===== config.mk =====
export PLATFORM = sky130hd
export DESIGN_NAME = greedy_graph_coloring_core
export DESIGN_NICKNAME = d
export VERILOG_FILES = /design/src/rtl/gcol_pkg.sv /design/src/rtl/greedy_graph_coloring_core.sv /design/src/rtl/gcol_adj_mem.sv /design/src/rtl/gcol_engine.sv
export SDC_FILE = /design/constraint.sdc
export NUM_CORES = 2
export LEC_CHECK = 0
export BUFFER_PORTS_ARGS = -buffer_cell sky130_fd_sc_hd__buf_2
export CORE_AREA = 4 4 1099 554
export CTS_BUF_LIST = sky130_fd_sc_hd__clkbuf_4
export CTS_CLUSTER_SIZE = 28
export DETAILED_ROUTE_END_ITERATION = 10
export DIE_AREA = 0 0 1103 558
export PLACE_DENSITY = 0.53
export SYNTH_ARGS = -nofsm -noshare
export SYNTH_HDL_FRONTEND = slang
export SYNTH_MEMORY_MAX_BITS = 65536
export SYNTH_SLANG_ARGS = --single-unit

===== constraint.sdc =====
create_clock -name i_clk -period 7.2 [get_ports i_clk]
set_clock_uncertainty 0.15 [all_clocks]
set_input_delay 1.08 -clock i_clk [delete_from_list [all_inputs] [get_ports i_clk]]
set_output_delay 1.08 -clock i_clk [all_outputs]
set_load 0.005 [all_outputs]

===== src/rtl/gcol_pkg.sv =====
package gcol_pkg;

    localparam int IDX_W            = 6;
    localparam int COLOR_W          = 6;
    localparam int ROW_W            = 64;
    localparam int VCOUNT_W         = 7;
    localparam int MAX_VERTICES_DEF = 64;

    localparam int APB_ADDR_W = 3;
    localparam int APB_DATA_W = 32;
    localparam int IN_DATA_W  = 72;
    localparam int OUT_DATA_W = 24;

    localparam logic [VCOUNT_W-1:0] VCOUNT_RST = 7'd64;

    // register index codes (byte address / 4)
    localparam logic REG_VERTEX_COUNT = 1'b0;

    typedef enum logic [2:0] {
        ST_IDLE,
        ST_ROW,
        ST_LOAD,
        ST_SCAN,
        ST_FIT,
        ST_EMIT,
        ST_OUT
    } t_state;

    typedef struct packed {
        logic             start;
        logic [IDX_W-1:0] last_idx;
    } t_start;

    typedef struct packed {
        logic             en;
        logic [IDX_W-1:0] addr;
    } t_adj_rd;

    typedef struct packed {
        logic               last;
        logic [COLOR_W-1:0] highest;
        logic [COLOR_W-1:0] color;
        logic [IDX_W-1:0]   vertex;
    } t_result;

endpackage


===== src/rtl/greedy_graph_coloring_core.sv =====
// First-fit graph coloring: rows load at one word per cycle (ready while idle).
// A word marked tlast starts coloring; each vertex goes through a row read,
// a neighbor scan one bit per cycle through the color store and a
// lowest-free search one color per cycle, then waits out any output stall;
// the input is not ready until the whole pass is done.
// Reset (sync, active low) clears control and sets vertex_count to 64; rows are not cleared.
module greedy_graph_coloring_core
    import gcol_pkg::*;
#(
    parameter int MAX_VERTICES = MAX_VERTICES_DEF
) (
    input  logic                  i_clk,
    input  logic                  i_rst_n,
    // [5:0] row_index, [69:6] row_bits, [71:70] zero
    input  logic [IN_DATA_W-1:0]  i_s_tdata,
    input  logic                  i_s_tvalid,
    input  logic                  i_s_tlast,
    output logic                  o_s_tready,
    // [5:0] vertex, [11:6] color, [17:12] highest_color, [23:18] zero
    output logic [OUT_DATA_W-1:0] o_m_tdata,
    output logic                  o_m_tvalid,
    output logic                  o_m_tlast,
    input  logic                  i_m_tready,
    input  logic                  psel,
    input  logic                  penable,
    input  logic                  pwrite,
    input  logic [APB_ADDR_W-1:0] paddr,
    input  logic [APB_DATA_W-1:0] pwdata,
    output logic [APB_DATA_W-1:0] prdata,
    output logic                  pready
);

    localparam logic [VCOUNT_W-1:0] MAXV = VCOUNT_W'(MAX_VERTICES);

    logic [VCOUNT_W-1:0] r_vcount;
    logic                in_acc;
    logic [IDX_W-1:0]    row_index;
    logic                row_in_range;
    logic [IDX_W-1:0]    last_idx;
    logic                eng_idle;
    t_start              start;
    t_adj_rd             adj_rd;
    logic [ROW_W-1:0]    adj_data;
    t_result             res;
    logic                res_valid;

    assign pready = 1'b1;

    always_ff @(posedge i_clk) begin
        if (!i_rst_n) begin
            r_vcount <= VCOUNT_RST;
        end else if (psel && penable && pwrite && pready
                     && paddr[2] == REG_VERTEX_COUNT) begin
            r_vcount <= pwdata[VCOUNT_W-1:0];
        end
    end

    always_comb begin
        prdata = '0;
        if (paddr[2] == REG_VERTEX_COUNT) begin
            prdata = APB_DATA_W'(r_vcount);
        end
    end

    // vertex count saturates to 1..MAX_VERTICES
    always_comb begin
        if (r_vcount == '0) begin
            last_idx = '0;
        end else if (r_vcount > MAXV) begin
            last_idx = IDX_W'(MAXV - 1'b1);
        end else begin
            last_idx = IDX_W'(r_vcount - 1'b1);
        end
    end

    assign o_s_tready   = eng_idle;
    assign in_acc       = i_s_tvalid && o_s_tready;
    assign row_index    = i_s_tdata[IDX_W-1:0];
    assign row_in_range = ({1'b0, row_index} < MAXV);

    assign start.start    = in_acc && i_s_tlast;
    assign start.last_idx = last_idx;

    gcol_adj_mem #(
        .DEPTH (MAX_VERTICES)
    ) u_adj_mem (
        .i_clk     (i_clk),
        .i_wr_en   (in_acc && row_in_range),
        .i_wr_addr (row_index),
        .i_wr_data (i_s_tdata[IDX_W+ROW_W-1:IDX_W]),
        .i_rd      (adj_rd),
        .o_rd_data (adj_data)
    );

    gcol_engine #(
        .MAX_VERTICES (MAX_VERTICES)
    ) u_engine (
        .i_clk       (i_clk),
        .i_rst_n     (i_rst_n),
        .i_start     (start),
        .o_idle      (eng_idle),
        .o_adj_rd    (adj_rd),
        .i_adj_data  (adj_data),
        .o_res       (res),
        .o_res_valid (res_valid),
        .i_res_ready (i_m_tready)
    );

    assign o_m_tvalid = res_valid;
    assign o_m_tlast  = res.last;
    assign o_m_tdata  = {6'd0, res.highest, res.color, res.vertex};

endmodule


===== src/rtl/gcol_adj_mem.sv =====
module gcol_adj_mem
    import gcol_pkg::*;
#(
    parameter int DEPTH = MAX_VERTICES_DEF
) (
    input  logic             i_clk,
    input  logic             i_wr_en,
    input  logic [IDX_W-1:0] i_wr_addr,
    input  logic [ROW_W-1:0] i_wr_data,
    input  t_adj_rd          i_rd,
    output logic [ROW_W-1:0] o_rd_data
);

    localparam int AW = $clog2(DEPTH);

    logic [ROW_W-1:0] r_mem [DEPTH];
    logic [ROW_W-1:0] r_rd_data;

    always_ff @(posedge i_clk) begin
        if (i_wr_en) begin
            r_mem[i_wr_addr[AW-1:0]] <= i_wr_data;
        end
    end

    always_ff @(posedge i_clk) begin
        if (i_rd.en) begin
            r_rd_data <= r_mem[i_rd.addr[AW-1:0]];
        end
    end

    assign o_rd_data = r_rd_data;

endmodule


===== src/rtl/gcol_engine.sv =====
module gcol_engine
    import gcol_pkg::*;
#(
    parameter int MAX_VERTICES = MAX_VERTICES_DEF
) (
    input  logic             i_clk,
    input  logic             i_rst_n,
    input  t_start           i_start,
    output logic             o_idle,
    output t_adj_rd          o_adj_rd,
    input  logic [ROW_W-1:0] i_adj_data,
    output t_result          o_res,
    output logic             o_res_valid,
    input  logic             i_res_ready
);

    localparam int VW = $clog2(MAX_VERTICES);

    t_state                  r_state, n_state;
    logic [VW-1:0]           r_i;
    logic [VW-1:0]           r_j;
    logic [VW-1:0]           r_last_idx;
    logic [VW-1:0]           r_high;
    logic [MAX_VERTICES-1:0] r_nb;
    logic [MAX_VERTICES-1:0] r_used;
    logic                    r_pend;
    t_result                 r_res;
    logic                    r_res_valid;

    logic [VW-1:0]           r_colors [MAX_VERTICES];
    logic [VW-1:0]           r_col_rd;

    logic [MAX_VERTICES-1:0] earlier_mask;
    logic [MAX_VERTICES-1:0] col_onehot;
    logic                    scan_done;
    logic                    col_rd_en;
    logic                    col_wr_en;
    logic [VW-1:0]           new_high;

    always_comb begin
        for (int k = 0; k < MAX_VERTICES; k++) begin
            earlier_mask[k] = (k < int'(r_i));
            col_onehot[k]   = (r_col_rd == VW'(k));
        end
    end

    assign scan_done = (r_j == r_i);
    assign new_high  = (r_j > r_high) ? r_j : r_high;

    // next state
    always_comb begin
        n_state = r_state;
        unique case (r_state)
            ST_IDLE: if (i_start.start) n_state = ST_ROW;
            ST_ROW:  n_state = ST_LOAD;
            ST_LOAD: n_state = ST_SCAN;
            ST_SCAN: if (scan_done) n_state = ST_FIT;
            ST_FIT:  if (!r_used[r_j]) n_state = ST_EMIT;
            ST_EMIT: n_state = ST_OUT;
            ST_OUT: begin
                if (i_res_ready) begin
                    n_state = (r_i == r_last_idx) ? ST_IDLE : ST_ROW;
                end
            end
            default: n_state = ST_IDLE;
        endcase
    end

    // outputs
    always_comb begin
        o_idle        = 1'b0;
        o_adj_rd.en   = 1'b0;
        o_adj_rd.addr = IDX_W'(r_i);
        col_rd_en     = 1'b0;
        col_wr_en     = 1'b0;
        unique case (r_state)
            ST_IDLE: o_idle = 1'b1;
            ST_ROW:  o_adj_rd.en = 1'b1;
            ST_SCAN: col_rd_en = !scan_done;
            ST_EMIT: col_wr_en = 1'b1;
            default: ;
        endcase
    end

    always_ff @(posedge i_clk) begin
        if (!i_rst_n) begin
            r_state <= ST_IDLE;
        end else begin
            r_state <= n_state;
        end
    end

    // vertex color store
    always_ff @(posedge i_clk) begin
        if (col_wr_en) begin
            r_colors[r_i] <= r_j;
        end
    end

    always_ff @(posedge i_clk) begin
        if (col_rd_en) begin
            r_col_rd <= r_colors[r_j];
        end
    end

    always_ff @(posedge i_clk) begin
        if (!i_rst_n) begin
            r_pend      <= 1'b0;
            r_res_valid <= 1'b0;
        end else begin
            case (r_state)
                ST_LOAD: r_pend <= 1'b0;
                ST_SCAN: r_pend <= !scan_done && r_nb[r_j];
                default: r_pend <= 1'b0;
            endcase
            if (r_state == ST_EMIT) begin
                r_res_valid <= 1'b1;
            end else if (r_state == ST_OUT && i_res_ready) begin
                r_res_valid <= 1'b0;
            end
        end
    end

    always_ff @(posedge i_clk) begin
        // the color read issued last cycle lands now
        if (r_pend) begin
            r_used <= r_used | col_onehot;
        end
        case (r_state)
            ST_IDLE: begin
                r_i        <= '0;
                r_high     <= '0;
                r_last_idx <= i_start.last_idx[VW-1:0];
            end
            ST_LOAD: begin
                r_nb   <= i_adj_data[MAX_VERTICES-1:0] & earlier_mask;
                r_used <= '0;
                r_j    <= '0;
            end
            ST_SCAN: begin
                r_j <= scan_done ? '0 : r_j + 1'b1;
            end
            ST_FIT: begin
                if (r_used[r_j]) begin
                    r_j <= r_j + 1'b1;
                end
            end
            ST_EMIT: begin
                r_high         <= new_high;
                r_res.vertex   <= IDX_W'(r_i);
                r_res.color    <= COLOR_W'(r_j);
                r_res.highest  <= COLOR_W'(new_high);
                r_res.last     <= (r_i == r_last_idx);
            end
            ST_OUT: begin
                if (i_res_ready && r_i != r_last_idx) begin
                    r_i <= r_i + 1'b1;
                end
            end
            default: ;
        endcase
    end

    assign o_res       = r_res;
    assign o_res_valid = r_res_valid;

`ifndef ASSERT_OFF
    a_scan_bound: assert property (@(posedge i_clk) disable iff (!i_rst_n)
        r_state == ST_SCAN |-> r_j <= r_i)
        else $error("neighbor scan ran past current vertex");

    a_color_free: assert property (@(posedge i_clk) disable iff (!i_rst_n)
        r_state == ST_EMIT |-> !r_used[r_j])
        else $error("assigned color is held by a neighbor");

    a_start_idle: assert property (@(posedge i_clk) disable iff (!i_rst_n)
        i_start.start |-> r_state == ST_IDLE)
        else $error("start while coloring");

    a_high_order: assert property (@(posedge i_clk) disable iff (!i_rst_n)
        r_res_valid |-> r_res.highest >= r_res.color)
        else $error("highest color below reported color");

    a_vertex_range: assert property (@(posedge i_clk) disable iff (!i_rst_n)
        r_state != ST_IDLE |-> r_i <= r_last_idx)
        else $error("vertex beyond count");
`endif

endmodule


-- Word-level counts from Yosys, hierarchy flattened
Memory sizes are Yosys's and may differ from the RTL's. A register that Yosys moved wholly into a read port is not among the register bits.
Cells that the tools add are included.
Widths: inputs -> output; s select.
- bitwise operators: 3
- shift operators: 0
- div/mod/pow operators: 0
- order comparisons: 66
- mux-type cells: 29
- reduce and logical (&&, ||, !) cells: 20
- add/sub/neg operators: 3
- equality and inequality tests: 78
- multiply operators: 0
- operator list (cell ; count):
    $eq 6x6->1 const B ; 32
    $lt 6x6->1 const A ; 31
    $eq 6x5->1 const B ; 16
    $lt 5x6->1 const A ; 16
    $and 64x63->64 ; 1
    $or 64x64->64 ; 1
    $eq 6x4->1 const B ; 8
    $lt 4x6->1 const A ; 8
    $mux 6 ; 5
    $eq 6x3->1 const B ; 4
    $lt 3x6->1 const A ; 4
    $pmux 6 s2 ; 2
    $pmux 3 s7 ; 1
    $pmux 6 s3 ; 1
    $mux 1 ; 13
    $add 6x1->6 const B ; 2
    $bmux 1 s6 ; 2
    $eq 6x2->1 const B ; 2
    $eq 6x6->1 ; 2
    $lt 1x6->1 const A ; 2
    $lt 2x6->1 const A ; 2
    $mux 3 ; 4
    $eq 3x3->1 const B ; 3
    $logic_and 1x1->1 ; 8
    20 further kinds ; 29
- bits in registers: 183
- output and inout port bits: 60
- bits in latches: 0
- word-level logic and storage cells: 215
- memories: 2
- ROM bits: 0
- bits in writable memories: 4480
- input port bits: 115
- memories (memory ; words ; bits a word ; rd ports ; clocked after memory_dff ; wr ports ; RTL line ; text):
    u_adj_mem.r_mem ; 64 ; 64 ; 1 ; 1 ; 1 ; gcol_adj_mem.sv:16 ; logic [ROW_W-1:0] r_mem [DEPTH];
    u_engine.r_colors ; 64 ; 6 ; 1 ; 1 ; 1 ; gcol_engine.sv:30 ; logic [VW-1:0] r_colors [MAX_VERTICES];

-- Depth between registers and ports, before layout
- depth in word-level cells: 6
- gate-level depth with buffers: 13

-- By module
Synthesis repeated with hierarchy kept, for this count alone.
- cell total of the unflattened synthesis: 8122
- area total of the unflattened synthesis: 180999.8 um^2
- by module, submodules not included (module ; area each (um^2) ; cells an instance ; times used):
    gcol_adj_mem ; 156989.3 ; 6598 ; 1
    gcol_engine ; 23252.3 ; 1430 ; 1
    greedy_graph_coloring_core ; 758.2 ; 94 ; 1

-- Least setup slack after synthesis
OpenSTA, ideal clock, no wires.
- path type: register -> register
- from: reg u_engine.r_state[0]
- to: reg u_adj_mem.r_rd_data[0], in the netlist u_adj_mem.o_rd_data[0], read port of u_adj_mem.r_mem (enable)
- setup slack: 1.258 ns
- arrival time: 5.217 ns
- path buffers: 1
- library setup time: 0.575 ns
- stages on the path, launching flop included: 3
- path through: dfxtp_1 > clkbuf_1 > nor3b_1
- longest elaborated chain between the ends: 2
- ends and longest elaborated chain (item ; RTL line ; text):
    from (decl) ; gcol_engine.sv:19 ; t_state r_state, n_state;
    from (signal assigned) ; gcol_engine.sv:89 ; r_state <= n_state;
    $eq 3x1->1 ; gcol_engine.sv:76 ; unique case (r_state)
    $mux 1 ; gcol_engine.sv:76 ;
    to (decl) ; gcol_adj_mem.sv:17 ; logic [ROW_W-1:0] r_rd_data;
No other way between the ends.
A chain may end at the register's enable or synchronous reset.

-- Final worst setup path
- from: reg u_engine.r_state[2]
- to: mem u_adj_mem.r_mem[55][19] (enable)
- longest elaborated chain between the ends: 5
- ends and longest elaborated chain (item ; RTL line ; text):
    $logic_not 3->1 ; gcol_engine.sv:76 ;
    $mux 1 ; gcol_engine.sv:76 ;
    $logic_and 1x1->1 ; greedy_graph_coloring_core.sv:77 ; assign in_acc = i_s_tvalid && o_s_tready;
    $mux 1 ; gcol_adj_mem.sv:20 ; if (i_wr_en) begin
    $mux 1 (implied by the code) ; gcol_adj_mem.sv:21 ; r_mem[i_wr_addr[AW-1:0]] <= i_wr_data;
    to (decl) ; gcol_adj_mem.sv:16 ;
No other way between the ends.

==> impl_metrics.env <==
export IMPL_grt_pass1_vias=103331
export IMPL_ios=175
export IMPL_setup_viol=0
export IMPL_post_drt_wl_per_cell_um=32.9
export IMPL_syn_avg_cell_area_um2=19.0
export IMPL_place_gp_congestion=0.807
export IMPL_cp_required_ns=8.38
export IMPL_hold_violations=0
export IMPL_htree_levels=7
export IMPL_drt_pre_antenna_iters=10
export IMPL_cap_violations=0
export IMPL_final_layout_size_suffix_gt1_share_pct=28.0
export IMPL_finalCritPeriodShare_pct=73.3
export IMPL_row_count=201
export IMPL_synthDistinctLibCells=70
export IMPL_path_clk_slew_ns=0.07
export IMPL_synth_edf_count=4591
export IMPL_power_density_mw_per_mm2=292
export IMPL_end_kind="register"
export IMPL_cts_sinks=4667
export IMPL_synth_warning_count=0
export IMPL_postCtsSetupBuffers=0
export IMPL_grt_start_max_net_pins=154
export IMPL_ir_drop_mv=0.187
export IMPL_syn_area_mm2=0.179
export IMPL_ant_nets=0
export IMPL_cts_buffer_depth=5
export IMPL_pre_cts_ws_ns=2.01
export IMPL_slew_headroom_pct=13.0
export IMPL_finalNetCount=10671
export IMPL_tns_ns=0
export IMPL_finalWorstSetupSlack_ns=1.92
export IMPL_postSynth_asyncResetShare_pct=0
export IMPL_synth_flop_cell="edfxtp_1"
export IMPL_area_growth_pct=14.8
export IMPL_power_leakage_nw=64.6
export IMPL_rsz0062_at_grt="false"
export IMPL_drc=0
export IMPL_dieWidth_mm=1.10
export IMPL_numCtsBuffers=1212
export IMPL_status="finished, final reports clean"
export IMPL_cts_tree="built"
export IMPL_vias=106757
export IMPL_drv_slew=0
export IMPL_cp_arrival_ns=6.46
export IMPL_wl_mm=635
export IMPL_cts_resized=0
export IMPL_antenna_found_initial=63
export IMPL_ys_ff_latch=4667
export IMPL_grt_use_total_pct=20.1
export IMPL_max_freq_mhz=189
export IMPL_synthCells=9442
export IMPL_seq_area_frac_synth_pct=77.7
export IMPL_viasPerCell=5.53
export IMPL_start_util_pct=30.0
export IMPL_drt_initial_drc_count=16493
export IMPL_crit_type="register to register"
export IMPL_design_die_area_mm2=0.615
export IMPL_start_kind="register"
export IMPL_grt_pass1_wl_mm=857
export IMPL_hold_path_class="input port to register"
export IMPL_die_h_um=558
export IMPL_grt_ovfl_total=0
export IMPL_tightest_slew_ns=1.30
export IMPL_clk_insertion_delay_late_ns=1.74
export IMPL_crit_fanout=24
export IMPL_final_min_clock_period_ns=5.28
export IMPL_hpwlAfterDp_mm=327
export IMPL_root_buffer="clkbuf_4"
export IMPL_port_buffers=112
export IMPL_ctsHoldBuffers=103
export IMPL_core_area_mm2=0.599
## power breakdown
group,leakage [nW],internal (mW),switching [mW],total (mW)
Clock,8.39,11.2,10.6,21.8
Combinational,14.3,2.58,5.48,8.06
Sequential,42.0,30.1,0.195,30.3
Total,64.6,43.9,16.2,60.2
## cells in the final DEF, fill, tap and decap left out, types with 112 or more instances in the layout
cell type,synthesis,final
a21oi_1,227,227
a221o_1,137,137
a221oi_1,493,493
a22oi_1,225,225
buf_2,248,112
buf_4,93,252
clkbuf_4,0,1706
clkinv_1,0,151
edfxtp_1,4591,4591
mux2_2,412,412
mux2i_1,411,411
mux4_2,425,425
nand2_1,220,212
nor2_1,515,440
o21ai_0,237,236
o22ai_1,227,227
## worst paths after layout
check / startpoint / endpoint / slack, ns / cells after the start
worst min-delay path: i_s_tdata[5] / u_adj_mem.r_mem[20][22] / 0.26 / 4
worst max-delay path: u_engine.r_state[2] / u_adj_mem.r_mem[55][19] / 1.92 / 7
worst max register to register: u_engine.r_state[2] / u_adj_mem.r_mem[55][19] / 1.92 / 7
worst min register to register: u_engine.r_used[48] / u_engine.r_used[48] / 0.31 / 2
## synthesized netlist by cell type, types with 31 or more instances
| cell type | number | share of area (%) |
|---|---|---|
| edfxtp_1 | 4591 | 77 |
| nor2_1 | 515 | 1.1 |
| a221oi_1 | 493 | 2.4 |
| mux4_2 | 425 | 5.3 |
| mux2_2 | 412 | 2.6 |
| mux2i_1 | 411 | 2.3 |
| buf_2 | 248 | 0.69 |
| clkbuf_1 | 245 | 0.51 |
| o21ai_0 | 237 | 0.66 |
| a21oi_1 | 227 | 0.63 |
| o22ai_1 | 227 | 0.79 |
| a22oi_1 | 225 | 0.94 |
| nand2_1 | 220 | 0.46 |
| a221o_1 | 137 | 0.76 |
| buf_4 | 93 | 0.39 |
| buf_1 | 78 | 0.16 |
| dfxtp_1 | 76 | 0.85 |
| a22o_1 | 62 | 0.30 |
| a222oi_1 | 55 | 0.31 |
| nor2b_1 | 36 | 0.13 |
| o211ai_1 | 31 | 0.13 |
## kinds of logic after synthesis
| kind of cell | count (synthesis) | synth area share [%] |
|---|---|---|
| simple gates | 942 | 2.29 |
| xor+xnor | 24 | 0.117 |
| flops | 4667 | 77.7 |
| mux | 1248 | 10.2 |
| buf+inv | 697 | 1.90 |
| compound gates | 1850 | 7.65 |
| fa+ha+maj | 12 | 0.0823 |
| other cells | 2 | 0.00419 |
## critical path: stages, from the launching register on
cell and delay, ns:
dfxtp_1 0.41, or3_1 0.43, inv_1 0.28, nand2_1 0.10, nor2_1 0.65, nand3_1 0.91, nor2_4 1.05, buf_4 0.78
## stage by stage
stage	utilization [%]	instance area (µm²)	power (mW)	cells	hold slack, ns
global route	34.4	206000	62.3	19275	0.158
detailed placement	31.9	191000	38.8	17246	0.300
finish	34.4	206000	60.2	19292	0.260
global placement	31.9	191000	38.8	17246	0.292
floorplan	-	179000	35.3	9472	0.274
CTS	34.4	206000	60.4	19249	0.0211
## layer usage
| metal | global-route usage [%] | wire length [µm] | up-vias | part of all wire, % |
|---|---|---|---|---|
| met5 | 0 | 50 | - | 0.0079 |
| met4 | 8.14 | 22600 | 8 | 3.6 |
| met3 | 4.61 | 64600 | 1161 | 10 |
| met2 | 31.4 | 292000 | 6744 | 46 |
| met1 | 27.1 | 256000 | 56767 | 40 |
| li1 | - | - | 42077 | - |
## flip-flops by register name, indices dropped and copies added (netlist names)
| signal | cells |
|---|---|
| u_engine.r_last_idx | 6 |
| u_adj_mem.r_mem | 4032 |
| u_engine.r_high | 6 |
| u_engine.r_colors | 384 |
| u_adj_mem.o_rd_data | 63 |
| u_engine.r_i | 6 |
| u_engine.r_j | 6 |
| u_engine.r_state | 3 |
| u_engine.o_res | 19 |
| u_engine.o_res_valid | 1 |
| u_engine.r_col_rd | 6 |
| u_engine.r_pend | 1 |
| r_vcount | 7 |
| u_engine.r_used | 64 |
| u_engine.r_nb | 63 |
## cell type report
class | count | area (µm²)
Clock buffer | 1706 | 12800
Inverter | 15 | 78.8
Antenna cell | 43 | 108
Clock inverter | 194 | 1090
Multi-Input combinational cell | 4108 | 37400
Sequential cell | 4667 | 139000
Fill cell | 57059 | 393000
Timing Repair Buffer | 541 | 4960
Tap cell | 8018 | 10000
Note: power is estimated with default switching activity, not from simulation.
